==> config.mk <==
export PLATFORM = sky130hd
export DESIGN_NAME = phe_ctrl
export DESIGN_NICKNAME = d
export VERILOG_FILES = /design/src/hdl/phe_pkg.sv /design/src/hdl/phe_ctrl.sv
export SDC_FILE = /design/constraint.sdc
export NUM_CORES = 1
export LEC_CHECK = 0
export ABC_AREA = 1
export ABC_CLOCK_PERIOD_IN_PS = 1200
export BUFFER_PORTS_ARGS = -buffer_cell sky130_fd_sc_hd__buf_2
export CAP_MARGIN = 20
export CORE_UTILIZATION = 43
export CTS_CLUSTER_SIZE = 30
export DETAILED_ROUTE_END_ITERATION = 10
export PLACE_DENSITY = 0.75
export SLEW_MARGIN = 20
export SYNTH_ARGS = -nofsm -noshare
export SYNTH_HDL_FRONTEND = slang
export SYNTH_SLANG_ARGS = --single-unit
==> constraint.sdc <==
create_clock -name clk_i -period 1.2 [get_ports clk_i]
set_input_delay 0 -clock clk_i [delete_from_list [all_inputs] [get_ports clk_i]]
set_output_delay 0 -clock clk_i [all_outputs]
set_load 0.02 [all_outputs]
==> src/hdl/phe_pkg.sv <==
`timescale 1ns / 1ps
// ----------------------------------------------------------------------------
// phe_pkg
// Shared types, constants and helper functions for the pose hold error block.
// ----------------------------------------------------------------------------
package phe_pkg;

  localparam int unsigned DataW   = 32;
  localparam int unsigned WideW   = 64;
  localparam int unsigned Steps   = 30;
  localparam int unsigned IterW   = 5;
  localparam int unsigned MulN    = 8;
  localparam int unsigned CfgIdxW = 2;

  localparam logic signed [WideW-1:0] HalfPiQ29 = 64'sd843314856;
  localparam logic [16:0]             EpsQ40    = 17'd109951;
  localparam logic signed [DataW-1:0] TgtZReset = 32'sd131072;

  typedef enum logic [CfgIdxW-1:0] {
    REG_TGT_X   = 2'd0,
    REG_TGT_Y   = 2'd1,
    REG_TGT_Z   = 2'd2,
    REG_TGT_HDG = 2'd3
  } cfg_reg_e;

  // Product order for the shared multiplier
  typedef enum logic [2:0] {
    MUL_WW = 3'd0,
    MUL_XX = 3'd1,
    MUL_YY = 3'd2,
    MUL_ZZ = 3'd3,
    MUL_WX = 3'd4,
    MUL_YZ = 3'd5,
    MUL_WZ = 3'd6,
    MUL_XY = 3'd7
  } mul_idx_e;

  typedef struct packed {
    logic             load;
    logic             mul_en;
    mul_idx_e         mul_idx;
    logic             acc_en;
    mul_idx_e         acc_idx;
    logic             thr_mul;
    logic             sel;
    logic             shr;
    logic             shl;
    logic             rot;
    logic             iter;
    logic [IterW-1:0] iter_idx;
    logic             fin;
  } cmd_t;

  typedef struct packed {
    logic zero;
    logic hi;
    logic lo;
    logic captured;
  } status_t;

  // Arctangent of 2^-i in Q3.29, rounded
  function automatic logic signed [DataW-1:0] atan_q29(input logic [IterW-1:0] idx);
    logic signed [DataW-1:0] r;
    case (idx)
      5'd0:    r = 32'sd421657428;
      5'd1:    r = 32'sd248918915;
      5'd2:    r = 32'sd131521918;
      5'd3:    r = 32'sd66762579;
      5'd4:    r = 32'sd33510843;
      5'd5:    r = 32'sd16771758;
      5'd6:    r = 32'sd8387925;
      5'd7:    r = 32'sd4194219;
      5'd8:    r = 32'sd2097141;
      5'd9:    r = 32'sd1048575;
      default: r = 32'sd1 <<< (5'd29 - idx);
    endcase
    return r;
  endfunction

  function automatic logic signed [DataW-1:0] sat32(input logic signed [WideW-1:0] v);
    logic signed [DataW-1:0] r;
    if (v > 64'sd2147483647) begin
      r = 32'sh7FFFFFFF;
    end else if (v < -64'sd2147483648) begin
      r = 32'sh80000000;
    end else begin
      r = v[DataW-1:0];
    end
    return r;
  endfunction

endpackage

==> src/hdl/phe_ctrl.sv <==
`timescale 1ns / 1ps
// ----------------------------------------------------------------------------
// phe_ctrl
// Sequencer: product pass, threshold, normalize, CORDIC steps, result.
// ----------------------------------------------------------------------------
module phe_ctrl (
  input  logic             clk_i,
  input  logic             rst_ni,
  input  logic             in_valid_i,
  output logic             in_stall_o,
  output logic             out_valid_o,
  input  logic             out_stall_i,
  input  phe_pkg::status_t status_i,
  output phe_pkg::cmd_t    cmd_o
);

  typedef enum logic [2:0] {
    S_IDLE, S_MUL, S_THR, S_SEL, S_NORM, S_ROT, S_ITER, S_FIN
  } state_e;

  state_e     state_q, state_d;
  logic [4:0] cnt_q, cnt_d;
  logic       out_valid_q, out_valid_d;
  logic       out_free;

  assign out_free    = !out_valid_q || !out_stall_i;
  assign in_stall_o  = (state_q != S_IDLE);
  assign out_valid_o = out_valid_q;

  always_comb begin
    cmd_o       = '0;
    state_d     = state_q;
    cnt_d       = cnt_q;
    out_valid_d = out_valid_q && out_stall_i;
    cmd_o.mul_idx  = phe_pkg::mul_idx_e'(cnt_q[2:0]);
    cmd_o.acc_idx  = phe_pkg::mul_idx_e'(3'(cnt_q - 5'd1));
    cmd_o.iter_idx = cnt_q;
    case (state_q)
      S_IDLE: begin
        if (in_valid_i) begin
          cmd_o.load = 1'b1;
          cnt_d      = '0;
          state_d    = S_MUL;
        end
      end
      S_MUL: begin
        cmd_o.mul_en = (cnt_q < 5'(phe_pkg::MulN));
        cmd_o.acc_en = (cnt_q != 5'd0);
        cnt_d        = cnt_q + 5'd1;
        if (cnt_q == 5'(phe_pkg::MulN)) begin
          state_d = S_THR;
        end
      end
      S_THR: begin
        cmd_o.thr_mul = 1'b1;
        state_d       = S_SEL;
      end
      S_SEL: begin
        cmd_o.sel = 1'b1;
        state_d   = S_NORM;
      end
      S_NORM: begin
        if (status_i.zero) begin
          state_d = S_FIN;
        end else if (status_i.hi) begin
          cmd_o.shr = 1'b1;
        end else if (status_i.lo) begin
          cmd_o.shl = 1'b1;
        end else begin
          state_d = S_ROT;
        end
      end
      S_ROT: begin
        cmd_o.rot = 1'b1;
        cnt_d     = '0;
        state_d   = S_ITER;
      end
      S_ITER: begin
        cmd_o.iter = 1'b1;
        cnt_d      = cnt_q + 5'd1;
        if (cnt_q == 5'(phe_pkg::Steps - 1)) begin
          state_d = S_FIN;
        end
      end
      S_FIN: begin
        if (!status_i.captured) begin
          cmd_o.fin = 1'b1;
          state_d   = S_IDLE;
        end else if (out_free) begin
          cmd_o.fin   = 1'b1;
          out_valid_d = 1'b1;
          state_d     = S_IDLE;
        end
      end
      default: state_d = S_IDLE;
    endcase
  end

  always_ff @(posedge clk_i or negedge rst_ni) begin
    if (!rst_ni) begin
      state_q     <= S_IDLE;
      cnt_q       <= '0;
      out_valid_q <= 1'b0;
    end else begin
      state_q     <= state_d;
      cnt_q       <= cnt_d;
      out_valid_q <= out_valid_d;
    end
  end

`ifndef ASSERT_OFF
  a_iter_bound: assert property (@(posedge clk_i) disable iff (!rst_ni)
    state_q == S_ITER |-> cnt_q <= 5'(phe_pkg::Steps - 1))
    else $error("CORDIC step count out of range");

  a_valid_from_fin: assert property (@(posedge clk_i) disable iff (!rst_ni)
    $rose(out_valid_q) |-> $past(state_q == S_FIN))
    else $error("result valid raised outside finish");

  a_accept_starts: assert property (@(posedge clk_i) disable iff (!rst_ni)
    (in_valid_i && !in_stall_o) |=> state_q == S_MUL)
    else $error("accepted beat did not start product pass");

  a_no_overwrite: assert property (@(posedge clk_i) disable iff (!rst_ni)
    !(cmd_o.fin && status_i.captured && out_valid_q && out_stall_i))
    else $error("stalled result overwritten");
`endif

endmodule

# == Word-level counts from Yosys, hierarchy flattened ==
# Index checks and enable logic that the tools add are counted.
# classes
mux,30
order_cmp,1
reduce_logical,11
eq_ne,15
addsub,2
# op_table
op,n
3-bit two-way mux,8
3-bit one-hot mux with 8 select lines,1
1-bit two-way mux,17
5-bit one-hot mux with 3 select lines,1
"3-bit == test, second input constant",4
"3-bit != test, second input constant",3
"3-bit by 2-bit == test with 1-bit output, second input constant",2
"2-bit != test, second input constant",3
6-bit AND reduction,1
3-bit nonzero test,2
"5-bit by 1-bit adder with 5-bit output, second input constant",1
"5-bit by 4-bit == test with 1-bit output, second input constant",1
"5-bit == test, second input constant",1
"5-bit by 4-bit less-than comparator with 1-bit output, second input constant",1
5-bit two-way mux,1
5-bit nonzero test,1
2-bit two-way mux,2
"3-bit by 1-bit == test with 1-bit output, second input constant",1
3-bit zero test,1
"3-bit by 1-bit subtractor with 3-bit output, second input constant",1
1-bit zero test,2
2-bit AND reduction,1
2-bit OR reduction,1
1-bit logical AND,1
1-bit logical OR,1
# totals
input_bits,8
reg_bits,9
output_inout_bits,23
elab_cells,62

# == Depth between registers and ports, before layout ==
# Gate-level depths: netlist of run 1.
# depth
ltp_word,5
mapped_depth,10
ltp_nobuf,10

# == Least setup slack after synthesis of run 1 ==
# Ideal clock, no wire load.
# synth_timing
path_kind,reg2reg
startpoint,register cnt_q[0]
endpoint,register state_q[0]
synth_period_minus_slack_ns,1.545
stages_incl_launch_ff,10
slack_ns,-0.345
setup_ns,0.121
arrival_ns,1.424
path_buffers,0
t_required_ns,1.079
cell_sequence,dfrtp_1 -> inv_1 -> ha_1 -> inv_1 -> nor2_1 -> nand2_1 -> nand2_2 -> nand3_1 -> o21bai_1 -> nand2_1
# synth_via
elab_chain_len,3
word_cells_on_any_way,5
cone_classes,4 x eq/ne; 1 x reduce/logical
# synth_rtl
item,line,text
"start, declared",phe_ctrl.sv:22,"logic [4:0] cnt_q, cnt_d;"
"start signal, assigned",phe_ctrl.sv:106,cnt_q <= cnt_d;
5-bit == test / 5-bit by 4-bit == test with 1-bit output (equally long branches),"phe_ctrl.sv:81, phe_ctrl.sv:50",
2-bit != test (no source line),n/a,
6-bit AND reduction (no source line) *,n/a,
"end signal, assigned",phe_ctrl.sv:105,state_q <= state_d;
"end, declared",phe_ctrl.sv:21,"state_e state_q, state_d;"
# Mark *: on every way between the ends. The rest lies on a longest branch, timed or not.
# A chain may end at the register's enable or synchronous reset.

# == Worst setup path in the final report of run 1 ==
# layout_timing
startpoint,register state_q[2]
endpoint,register state_q[0]
# layout_via
elab_chain_len,3
word_cells_on_any_way,16
cone_classes,13 x eq/ne; 1 x mux; 2 x reduce/logical
# layout_rtl
item,line,text
3-bit == test (tied with other cells),phe_ctrl.sv:38,case (state_q)
3-bit != test (no source line) / 2-bit != test (equally long branches),n/a,
6-bit AND reduction (no source line),n/a,
# Several ways; a longest one is shown, not always the timed one.

==> results of run 1 <==
[power breakdown]
group          internal [mW]  switching (mW)
registers              0.431           0.312
logic                   1.82            2.15
clock network          0.124           0.149
total                   2.37            2.62
[final timing paths]
| check | endpoint | slack (ns) |
|---|---|---|
| setup / recovery | state_q[0]$_DFFE_PN0P_ | -0.37 |
| hold / removal | out_valid_o$_DFF_PN0_ | 0.07 |
| setup reg to reg | state_q[0]$_DFFE_PN0P_ | -0.37 |
| hold reg to reg | out_valid_o$_DFF_PN0_ | 0.57 |
| max in group asynchronous | cnt_q[1]$_DFFE_PN0P_ | 0.89 |
| min in group asynchronous | cnt_q[2]$_DFFE_PN0P_ | 0.10 |
[timing repair]
item | in CTS | in global routing
endpoints found under the hold margin | 10 | 0
buffers inserted | 12 | 8
hold buffers | 2 | 0
resized for setup | 46 | 45
pin swaps | 16 | 15
setup endpoints to repair | 21 | 22
[per-stage QoR]
step / setup TNS, ns / area (sq um)
2_1_floorplan: -0.339 / 857
3_3_place_gp: -0.488 / 1120
3_5_place_dp: -0.895 / 1120
4_1_cts: -1.91 / 1420
5_1_grt: -4.59 / 1660
6_report: -4.29 / 1660
[kinds of logic after synthesis]
| family | share of synthesized area |
|---|---|
| AO/OA/AOI/OAI | 0.104 |
| XOR/XNOR | 0.0430 |
| adder cells (fa/ha/maj) | 0.0614 |
| buffers and inverters | 0.166 |
| flip-flops | 0.277 |
| AND/OR/NAND/NOR | 0.349 |
[flip-flops by register name, indices dropped and copies added, names as in the netlist]
name         flops
cnt_q            5
state_q          3
out_valid_o      1
[cell usage in the layout (no fill, tap or decap), types with 5 or more instances in the layout]
master,netlist,routed
buf_2,0,16
buf_4,4,25
buf_6,1,24
dfrtp_2,0,5
inv_1,15,9
inv_2,5,7
nand2_1,21,11
nand2_2,2,7
nand2_4,2,6
nand3_2,2,6
nor2_1,12,7
nor2_4,1,7
[critical path, delay by kind of cell, from the launching register on]
kind / cells / cell delay (ns)
AO/OA/AOI/OAI: 1 / 0.20
buffers and inverters: 2 / 0.36
flip-flops: 1 / 0.54
AND/OR/NAND/NOR: 3 / 0.34
[area by class of cell]
class,count,share of cell area
well taps,25,0.0189
inverters,23,0.0633
multi-input cells,77,0.425
clock inverters,1,0.00302
clock buffers,3,0.0136
flip-flops and latches,9,0.140
repair buffers,67,0.336
[routing by layer]
metal	up-vias	share of wire	track usage
met5	-	0	0
met4	0	0.049	0.103
met3	23	0.11	0.0675
met2	111	0.45	0.431
met1	537	0.39	0.376
li1	490	-	-
[cells in the mapped netlist, types with 3 or more instances]
cell     count  area share
nand2_1     21       0.097
dfrtp_1      9        0.28
inv_2        5       0.023
xor2_1       4       0.043
buf_4        4       0.037
nor2_1      12       0.055
nor3_1       3       0.018
nand3_1     12       0.074
inv_1       15       0.069
ha_1         4       0.061
==> key figures, run 1 <==
Run status
  – Status: complete, but fails checks
  – Failing checks: setup timing

Drt
  – Initial DRC Count: 76
  – DR WL/cell: 20.4 um
  – Total Wirelength: 4.17 mm
  – DRC Markers: 0
  – DRT antenna net count: 0
  – TritonRoute pass-1 iters: 4
  – Via count: 1161
  – Vias/cell: 5.66

Cells and area
  – Multi-input logic area: 706 sq um
  – Register area: 231 sq um
  – Layout cells sized above 1: 0.733
  – Fillers: 48
  – Net count, final: 193
  – Final non-filler cell total: 205
  – P&R area growth vs syn: 104%
  – Post-layout util: 0.951
  – ANT cells: 0

GRT
  – Total GRT Usage: 0.280
  – First-pass GRT wire length: 3.98 mm
  – Vias in the first global route: 865
  – Largest net degree at the start of global routing: 10
  – GR Overflow Total: 0
  – Initial antenna violation count: 0

Logic synthesis
  – Post-synth cell types: 27
  – Most used DFF post-synth: dfrtp_1
  – Mapped Cells: 114
  – Post-synthesis sequential area ratio: 0.276
  – Number of synthesized flops with an enable pin: 0
  – Post-synth ARST share: 1.00
  – Yosys warning count: 0
  – Flops & latches, synth: 9
  – Synthesized Nets: 126
  – Synth Cell Area: 815 sq um
  – Syn_area_per_cell: 7.15 sq um

Placement
  – Post-placement cell count: 180
  – GPL Wtd Cong: 0.845
  – DP HPWL: 1.64 mm
  – Port bufs: 30
  – DP Worst Slack: -0.175 ns

STA
  – Final period utilization: 1.31
  – Max Clock Skew: 0.00337 ns
  – Hold_ws: 0.0706 ns
  – Hold Fails Final Rpt: 0
  – Slew @ Worst Pin: 0.334 ns
  – Fmax: 636 MHz
  – Pins Over Slew Limit: 0
  – Count of final setup violators: 21
  – RSZ-0062 raised after global routing: yes
  – Slew margin rel.: 0.778
  – Final worst-path setup slack: -0.371 ns
  – Final critical-path required period: 1.57 ns

Floorplan
  – DIE AREA: 0.00207 sq mm
  – Starting Density: 0.467
  – Chip Width: 45.5 um
  – Row Count: 15
  – Core area: 0.00175 sq mm
  – Top-level I/O count: 31
  – Chip height: 45.5 um

CTS
  – Root Driver: clkbuf_4
  – CTS Buf Count: 3
  – Clk slew on worst S/H paths: 0.08 ns
  – Maximum buffer depth of the clock tree: 2
  – CTS tree: done
  – Clk sinks: 9
  – Clock latency on the worst-skew pair: 0.28 ns
  – Htree depth: 1

Worst setup path
  – Crit end category: register
  – Slowest cell on crit path: dfrtp_2
  – CP dominant cell by count: buf_4
  – R2r startpoint: state_q[2]$_DFFE_PN0P_
  – CP Class: register to register
  – Critical path launch point: state_q[2]$_DFFE_PN0P_
  – Crit Path Max Fanout: 7
  – Startpoint Class: register
  – Critical path data required time: 1.36 ns
  – Worst path cell trace: buf_4 > nand3_2 > buf_4 > nand3_1 > o21bai_1 > nand2_1
  – Critical Path AT: 1.73 ns
  – R2R cell count: 6
  – Slowest cell delay on critical path: 0.54 ns

Worst hold path
  – Hold-critical path depth: 3
  – Worst hold-check path type: input port to register
  – Min-delay src: status_i[0]

Power
  – Final Power: 4.99 mW
  – P_leak: 0.846 nW
  – Peak supply drop: 0.00244 V
  – Pwr Density: 3010 mW/mm^2

Flow run
  – Max cap viols: 0
No activity file was read; power rests on OpenSTA's default activity.
==> inputs of run 2 (changes only) <==
REMOVE_ABC_BUFFERS = 1   (was default)
==> run 2 against run 1 <==
Effect of this change: non-clock buffer count is 8 lower; clock power is 11% lower; fmax increased by 5.9%; sequential cell count stayed put; critical endpoint unchanged; clock-buffer cell count up 1; final cell count down 3.9%; via count shrank 13%; sequential share of layout area increased by 1.3 points; largest power group unchanged; register-to-register slack better by 0.09 ns; worst setup slack improved by 0.087 ns; the run still ends with setup timing left; combinational power is 11% lower.
==> key figures, run 2 (synthesis gave the netlist of run 1 again) <==
Run status
  – Status: complete, but fails checks (unchanged)
  – Failing checks: setup timing (unchanged)

Power
  – P_leak: 0.797 nW (was 0.846 nW)
  – Pwr Density: 2930 mW/mm^2 (was 3010 mW/mm^2)
  – Peak supply drop: 0.00193 V (was 0.00244 V)

Worst setup path
  – Critical Path AT: 1.64 ns (was 1.73 ns)
  – Critical path launch point: cnt_q[0]$_DFFE_PN0P_ (was state_q[2]$_DFFE_PN0P_)
  – Slowest cell on crit path: dfrtp_1 (was dfrtp_2)
  – Crit end category: register (unchanged)
  – Critical path data required time: 1.36 ns (about the same)
  – Reg2reg end: state_q[0]$_DFFE_PN0P_ (unchanged)
  – Startpoint Class: register (unchanged)
  – Flop-to-flop setup slack: -0.28 ns (was -0.37 ns)
  – Worst path cell trace: inv_2 > ha_4 > inv_2 > nor2_2 > nand2_1 > nand2_2 > nand3_2 > o21bai_1 > nand2_1 (was buf_4 > nand3_2 > buf_4 > nand3_1 > o21bai_1 > nand2_1)
  – CP Class: register to register (unchanged)
  – Crit Path Max Fanout: 3 (was 7)
  – Slowest cell delay on critical path: 0.42 ns (was 0.54 ns)
  – R2R cell count: 9 (was 6)
  – R2r startpoint: cnt_q[0]$_DFFE_PN0P_ (was state_q[2]$_DFFE_PN0P_)

STA
  – Final worst-path setup slack: -0.284 ns (was -0.371 ns)
  – Final period utilization: 1.24 (was 1.31)
  – Slew @ Worst Pin: 0.277 ns (was 0.334 ns)
  – Max Clock Skew: 0.0108 ns (was 0.00337 ns)
  – Fmax: 674 MHz (was 636 MHz)
  – Count of final setup violators: 23 (was 21)
  – Hold_ws: 0.000958 ns (was 0.0706 ns)
  – Hold Fails Final Rpt: 0 (unchanged)
  – Pins Over Slew Limit: 0 (unchanged)
  – RSZ-0062 raised after global routing: yes (unchanged)
  – Final critical-path required period: 1.48 ns (was 1.57 ns)
  – Slew margin rel.: 0.816 (was 0.778)

Floorplan
  – DIE AREA: 0.00207 sq mm (unchanged)
  – Row Count: 15 (unchanged)
  – Top-level I/O count: 31 (unchanged)
  – Core area: 0.00175 sq mm (unchanged)
  – Starting Density: 0.467 (unchanged)
  – Chip Width: 45.5 um (unchanged)
  – Chip height: 45.5 um (unchanged)

GRT
  – GR Overflow Total: 0 (unchanged)
  – Total GRT Usage: 0.258 (was 0.280)
  – Largest net degree at the start of global routing: 10 (unchanged)
  – Vias in the first global route: 883 (was 865)
  – First-pass GRT wire length: 3.81 mm (was 3.98 mm)
  – Initial antenna violation count: 0 (unchanged)

CTS
  – Root Driver: clkbuf_4 (unchanged)
  – Clk sinks: 9 (unchanged)
  – Htree depth: 1 (unchanged)
  – Clock latency on the worst-skew pair: 0.27 ns (was 0.28 ns)
  – CTS tree: done (unchanged)
  – Clk slew on worst S/H paths: 0.07 ns (was 0.08 ns)
  – CTS Buf Count: 3 (unchanged)
  – Maximum buffer depth of the clock tree: 2 (unchanged)

Drt
  – DRC Markers: 0 (unchanged)
  – Vias/cell: 5.11 (was 5.66)
  – Total Wirelength: 3.12 mm (was 4.17 mm)
  – Via count: 1006 (was 1161)
  – Initial DRC Count: 41 (was 76)
  – DRT antenna net count: 0 (unchanged)
  – TritonRoute pass-1 iters: 4 (unchanged)
  – DR WL/cell: 15.8 um (was 20.4 um)

Cells and area
  – P&R area growth vs syn: 84.8% (was 104%)
  – Fillers: 90 (was 48)
  – Fin area: 0.00151 sq mm (was 0.00166 sq mm)
  – Register area: 229 sq um (was 231 sq um)
  – ANT cells: 0 (unchanged)
  – Most frequent cells in the layout: 23 x buf_6, 19 x buf_4, 16 x buf_2 (was 25 x buf_4, 24 x buf_6, 16 x buf_2)
  – Post-layout util: 0.862 (was 0.951)
  – Layout cells sized above 1: 0.686 (was 0.733)
  – Number of flip-flops in the largest register: 5 (unchanged)
  – Multi-input logic area: 626 sq um (was 706 sq um)
  – Net count, final: 185 (was 193)
  – Largest Register: cnt_q (unchanged)
  – Final non-filler cell total: 197 (was 205)
  – Commonest non-fill, non-tap cell in the layout: buf_6 (was buf_4)

Placement
  – Post-placement cell count: 179 (was 180)
  – DP Worst Slack: -0.155 ns (was -0.175 ns)
  – GPL Wtd Cong: 0.857 (was 0.845)
  – DP HPWL: 1.54 mm (was 1.64 mm)
  – Placed inst area: 0.00107 sq mm (was 0.00112 sq mm)
  – Port bufs: 30 (unchanged)

Flow run
  – Max cap viols: 0 (unchanged)

Worst hold path
  – Hold worst-path end: out_valid_o$_DFF_PN0_ (unchanged)
  – Hold-critical path depth: 3 (unchanged)
  – Worst hold-check path type: input port to register (unchanged)
  – Min-delay src: out_stall_i (was status_i[0])
[run 2: per-layer routing]
metal / track usage / share of wire / vias to the layer above / wire length, um
li1: - / - / 467 / -
met5: 0 / 0 / - / 0
met3: 0.0595 / 0.053 / 6 / 166
met2: 0.409 / 0.49 / 48 / 1520
met1: 0.361 / 0.44 / 485 / 1380
met4: 0.0424 / 0.015 / 0 / 46
[run 2: worst max-delay path by stage]
stage / cells after the start / to / slack [ns]
after CTS: 5 / cmd_o[0] / -0.14
after floorplan: 10 / state_q[0]$_DFFE_PN0P_ / -0.47
final: 9 / state_q[0]$_DFFE_PN0P_ / -0.28
after global routing: 9 / state_q[0]$_DFFE_PN0P_ / -0.33
after global placement: 9 / state_q[0]$_DFFE_PN0P_ / -0.13
after detailed placement: 9 / state_q[0]$_DFFE_PN0P_ / -0.16
[run 2: power by group]
group	switching (mW)	internal (mW)	leakage [nW]
Clock	0.116	0.129	0.0150
Sequential	0.213	0.428	0.113
Combinational	1.90	1.63	0.670
Total	2.23	2.19	0.797
[run 2: layout make-up]
type / instances / share of cell area
flip-flops and latches: 9 / 0.152
multi-input cells: 77 / 0.416
clock buffers: 4 / 0.0175
repair buffers: 59 / 0.327
well taps: 25 / 0.0208
inverters: 23 / 0.0673
[run 2: critical path, delay by kind of cell (launching register included)]
| family | cells | cell delay (ns) |
|---|---|---|
| and+or+nand+nor | 5 | 0.51 |
| DFF | 1 | 0.42 |
| AOI/OAI and AO/OA | 1 | 0.17 |
| buffers and inverters | 2 | 0.14 |
| adders and majority gates | 1 | 0.13 |
[run 2: timing repair]
action / in CTS / in global routing
hold buffers: 1 / 0
pin swaps: 13 / 14
buffers inserted: 13 / 2
resized for setup: 54 / 34
endpoints found under the hold margin: 9 / 0
endpoints found under the setup margin: 20 / 20
[run 2: stage by stage]
| stage | setup TNS [ns] | power, mW |
|---|---|---|
| after floorplan | -3.12 | 1.94 |
| after global placement | -0.709 | 2.68 |
| after detailed placement | -0.724 | 2.72 |
| after CTS | -1.38 | 3.68 |
| after global routing | -3.65 | 4.60 |
| final | -2.81 | 4.42 |
==> inputs of run 3 (changes only) <==
HOLD_SLACK_MARGIN = 0.03   (was default)
==> run 3 against run 2 <==
Effect of this change: the run still ends with setup timing left; sequential share of layout area is 0.10 points lower; first-iteration DRC count down 2.4%; worst setup slack worse by 0.0090 ns; global-route usage up 0.083 points; die area unchanged; design area is 0.67% higher; sequential cell count did not move; hold slack better by 0.079 ns; sequential power hardly changed; critical path type unchanged; critical endpoint unchanged.
==> key figures, run 3 (synthesis gave the netlist of run 1 again) <==
Run status
  – Status: complete, but fails checks (unchanged)
  – Failing checks: setup timing (unchanged)

Worst setup path
  – R2R cell count: 9 (unchanged)
  – CP Class: register to register (unchanged)
  – Critical path data required time: 1.36 ns (about the same)
  – Crit Path Max Fanout: 3 (unchanged)
  – R2r startpoint: cnt_q[0]$_DFFE_PN0P_ (unchanged)
  – Worst path cell trace: inv_2 > ha_4 > inv_2 > nor2_2 > nand2_1 > nand2_2 > nand3_2 > o21bai_1 > nand2_1 (unchanged)
  – Reg2reg end: state_q[0]$_DFFE_PN0P_ (unchanged)
  – Crit end category: register (unchanged)
  – Worst Setup EP: state_q[0]$_DFFE_PN0P_ (unchanged)
  – Slowest cell delay on critical path: 0.42 ns (about the same)
  – Critical path launch point: cnt_q[0]$_DFFE_PN0P_ (unchanged)
  – Flop-to-flop setup slack: -0.29 ns (was -0.28 ns)
  – Critical Path AT: 1.65 ns (was 1.64 ns)
  – Slowest cell on crit path: dfrtp_1 (unchanged)
  – Startpoint Class: register (unchanged)

CTS
  – Clk sinks: 9 (unchanged)
  – Clk slew on worst S/H paths: 0.07 ns (about the same)
  – Maximum buffer depth of the clock tree: 2 (unchanged)
  – CTS tree: done (unchanged)
  – Clock latency on the worst-skew pair: 0.27 ns (about the same)
  – CTS Buf Count: 3 (unchanged)
  – Htree depth: 1 (unchanged)
  – Root Driver: clkbuf_4 (unchanged)

GRT
  – Total GRT Usage: 0.259 (was 0.258)
  – GR Overflow Total: 0 (unchanged)
  – First-pass GRT wire length: 3.81 mm (unchanged)
  – Vias in the first global route: 879 (was 883)
  – Largest net degree at the start of global routing: 10 (unchanged)
  – Initial antenna violation count: 0 (unchanged)

STA
  – Final worst-path setup slack: -0.293 ns (was -0.284 ns)
  – Final critical-path required period: 1.49 ns (was 1.48 ns)
  – RSZ-0062 raised after global routing: yes (unchanged)
  – Count of final setup violators: 22 (was 23)
  – Slew margin rel.: 0.811 (was 0.816)
  – Hold Fails Final Rpt: 0 (unchanged)
  – Max Clock Skew: 0.0117 ns (was 0.0108 ns)
  – Pins Over Slew Limit: 0 (unchanged)
  – Fmax: 670 MHz (was 674 MHz)
  – Slew @ Worst Pin: 0.283 ns (was 0.277 ns)
  – Final period utilization: 1.24 (about the same)

Drt
  – TritonRoute pass-1 iters: 4 (unchanged)
  – DRT antenna net count: 0 (unchanged)
  – Initial DRC Count: 40 (was 41)
  – DRC Markers: 0 (unchanged)
  – Vias/cell: 5.15 (was 5.11)
  – Total Wirelength: 3.16 mm (was 3.12 mm)
  – Via count: 1019 (was 1006)
  – DR WL/cell: 15.9 um (was 15.8 um)

Flow run
  – Max cap viols: 0 (unchanged)

Worst hold path
  – Min-delay src: status_i[0] (was out_stall_i)
  – Worst hold-check path type: input port to register (unchanged)

Cells and area
  – ANT cells: 0 (unchanged)
  – Commonest non-fill, non-tap cell in the layout: buf_6 (unchanged)
  – Net count, final: 186 (was 185)
  – Largest Register: cnt_q (unchanged)
  – Number of flip-flops in the largest register: 5 (unchanged)
  – Final non-filler cell total: 198 (was 197)
  – Most frequent cells in the layout: 23 x buf_6, 19 x buf_4, 16 x buf_2 (unchanged)
  – P&R area growth vs syn: 86.0% (was 84.8%)
  – Layout cells sized above 1: 0.682 (was 0.686)
  – Fin area: 0.00152 sq mm (was 0.00151 sq mm)
  – Post-layout util: 0.868 (was 0.862)

Power
  – Final Power: 4.43 mW (was 4.42 mW)
  – Peak supply drop: 0.00193 V (about the same)
  – Pwr Density: 2920 mW/mm^2 (was 2930 mW/mm^2)
  – P_leak: 0.802 nW (was 0.797 nW)

Floorplan
  – Chip height: 45.5 um (unchanged)
  – Core area: 0.00175 sq mm (unchanged)
  – Row Count: 15 (unchanged)
  – Top-level I/O count: 31 (unchanged)
  – DIE AREA: 0.00207 sq mm (unchanged)
  – Chip Width: 45.5 um (unchanged)
  – Starting Density: 0.467 (unchanged)

Placement
  – Post-placement cell count: 179 (unchanged)
  – Port bufs: 30 (unchanged)
  – GPL Wtd Cong: 0.857 (unchanged)
  – DP HPWL: 1.54 mm (unchanged)
  – Placed inst area: 0.00107 sq mm (unchanged)
run 3: changes by cell type in the layout (fill, tap and decap cells not counted):
cell and change:
dlygate4sd3_1 +1
run 3: power by group:
group | internal [mW] | total, mW | leakage, nW | switching (mW)
registers | 0.428 | 0.640 | 0.113 | 0.213
clock network | 0.129 | 0.244 | 0.0150 | 0.116
logic | 1.63 | 3.54 | 0.674 | 1.91
run 3: final cells by class:
type | count | area [sq um]
Tap cell | 25 | 31.3
Clock buffer | 4 | 26.3
Timing Repair Buffer | 60 | 502
Inverter | 23 | 101
Sequential cell | 9 | 229
Multi-Input combinational cell | 77 | 626
Fill cell | 87 | 230
run 3: stage by stage:
step | hold WS (ns) | TNS [ns] | setup WS, ns
floorplan | -0.296 | -3.12 | -0.474
global placement | -0.138 | -0.709 | -0.133
detailed placement | -0.135 | -0.724 | -0.155
CTS | 0.0494 | -1.38 | -0.139
global route | 0.0641 | -3.65 | -0.332
finish | 0.0796 | -2.80 | -0.293
run 3: routing by layer:
| layer | global-route usage | wire, um |
|---|---|---|
| met1 | 0.361 | 1350 |
| met2 | 0.411 | 1530 |
| met3 | 0.0595 | 227 |
| met4 | 0.0424 | 46 |
| met5 | 0 | 0 |
run 3: worst max-delay path, delay by kind of cell (launching register included):
family	cells	cell delay, ns
simple gates	5	0.52
flops	1	0.42
compound gates	1	0.17
buf+inv	2	0.14
fa+ha+maj	1	0.13
run 3: worst min-delay path by stage:
stage                     depth (start not counted)               endpoint  slack (ns)
after floorplan                                   0   cnt_q[0]$_DFFE_PN0P_       -0.30
after global placement                            1   cnt_q[0]$_DFFE_PN0P_       -0.14
after detailed placement                          1  out_valid_o$_DFF_PN0_       -0.14
after CTS                                         3  out_valid_o$_DFF_PN0_        0.05
after global routing                              3  out_valid_o$_DFF_PN0_        0.06
final                                             3  out_valid_o$_DFF_PN0_        0.08
run 3: timing repair:
action / 4_1_cts / 5_1_grt
resized for setup: 54 / 34
endpoints found under the setup margin: 20 / 20
setup buffers: 13 / 2
hold endpoints to repair: 10 / 0
pin swaps: 13 / 14
hold buffers: 2 / 0
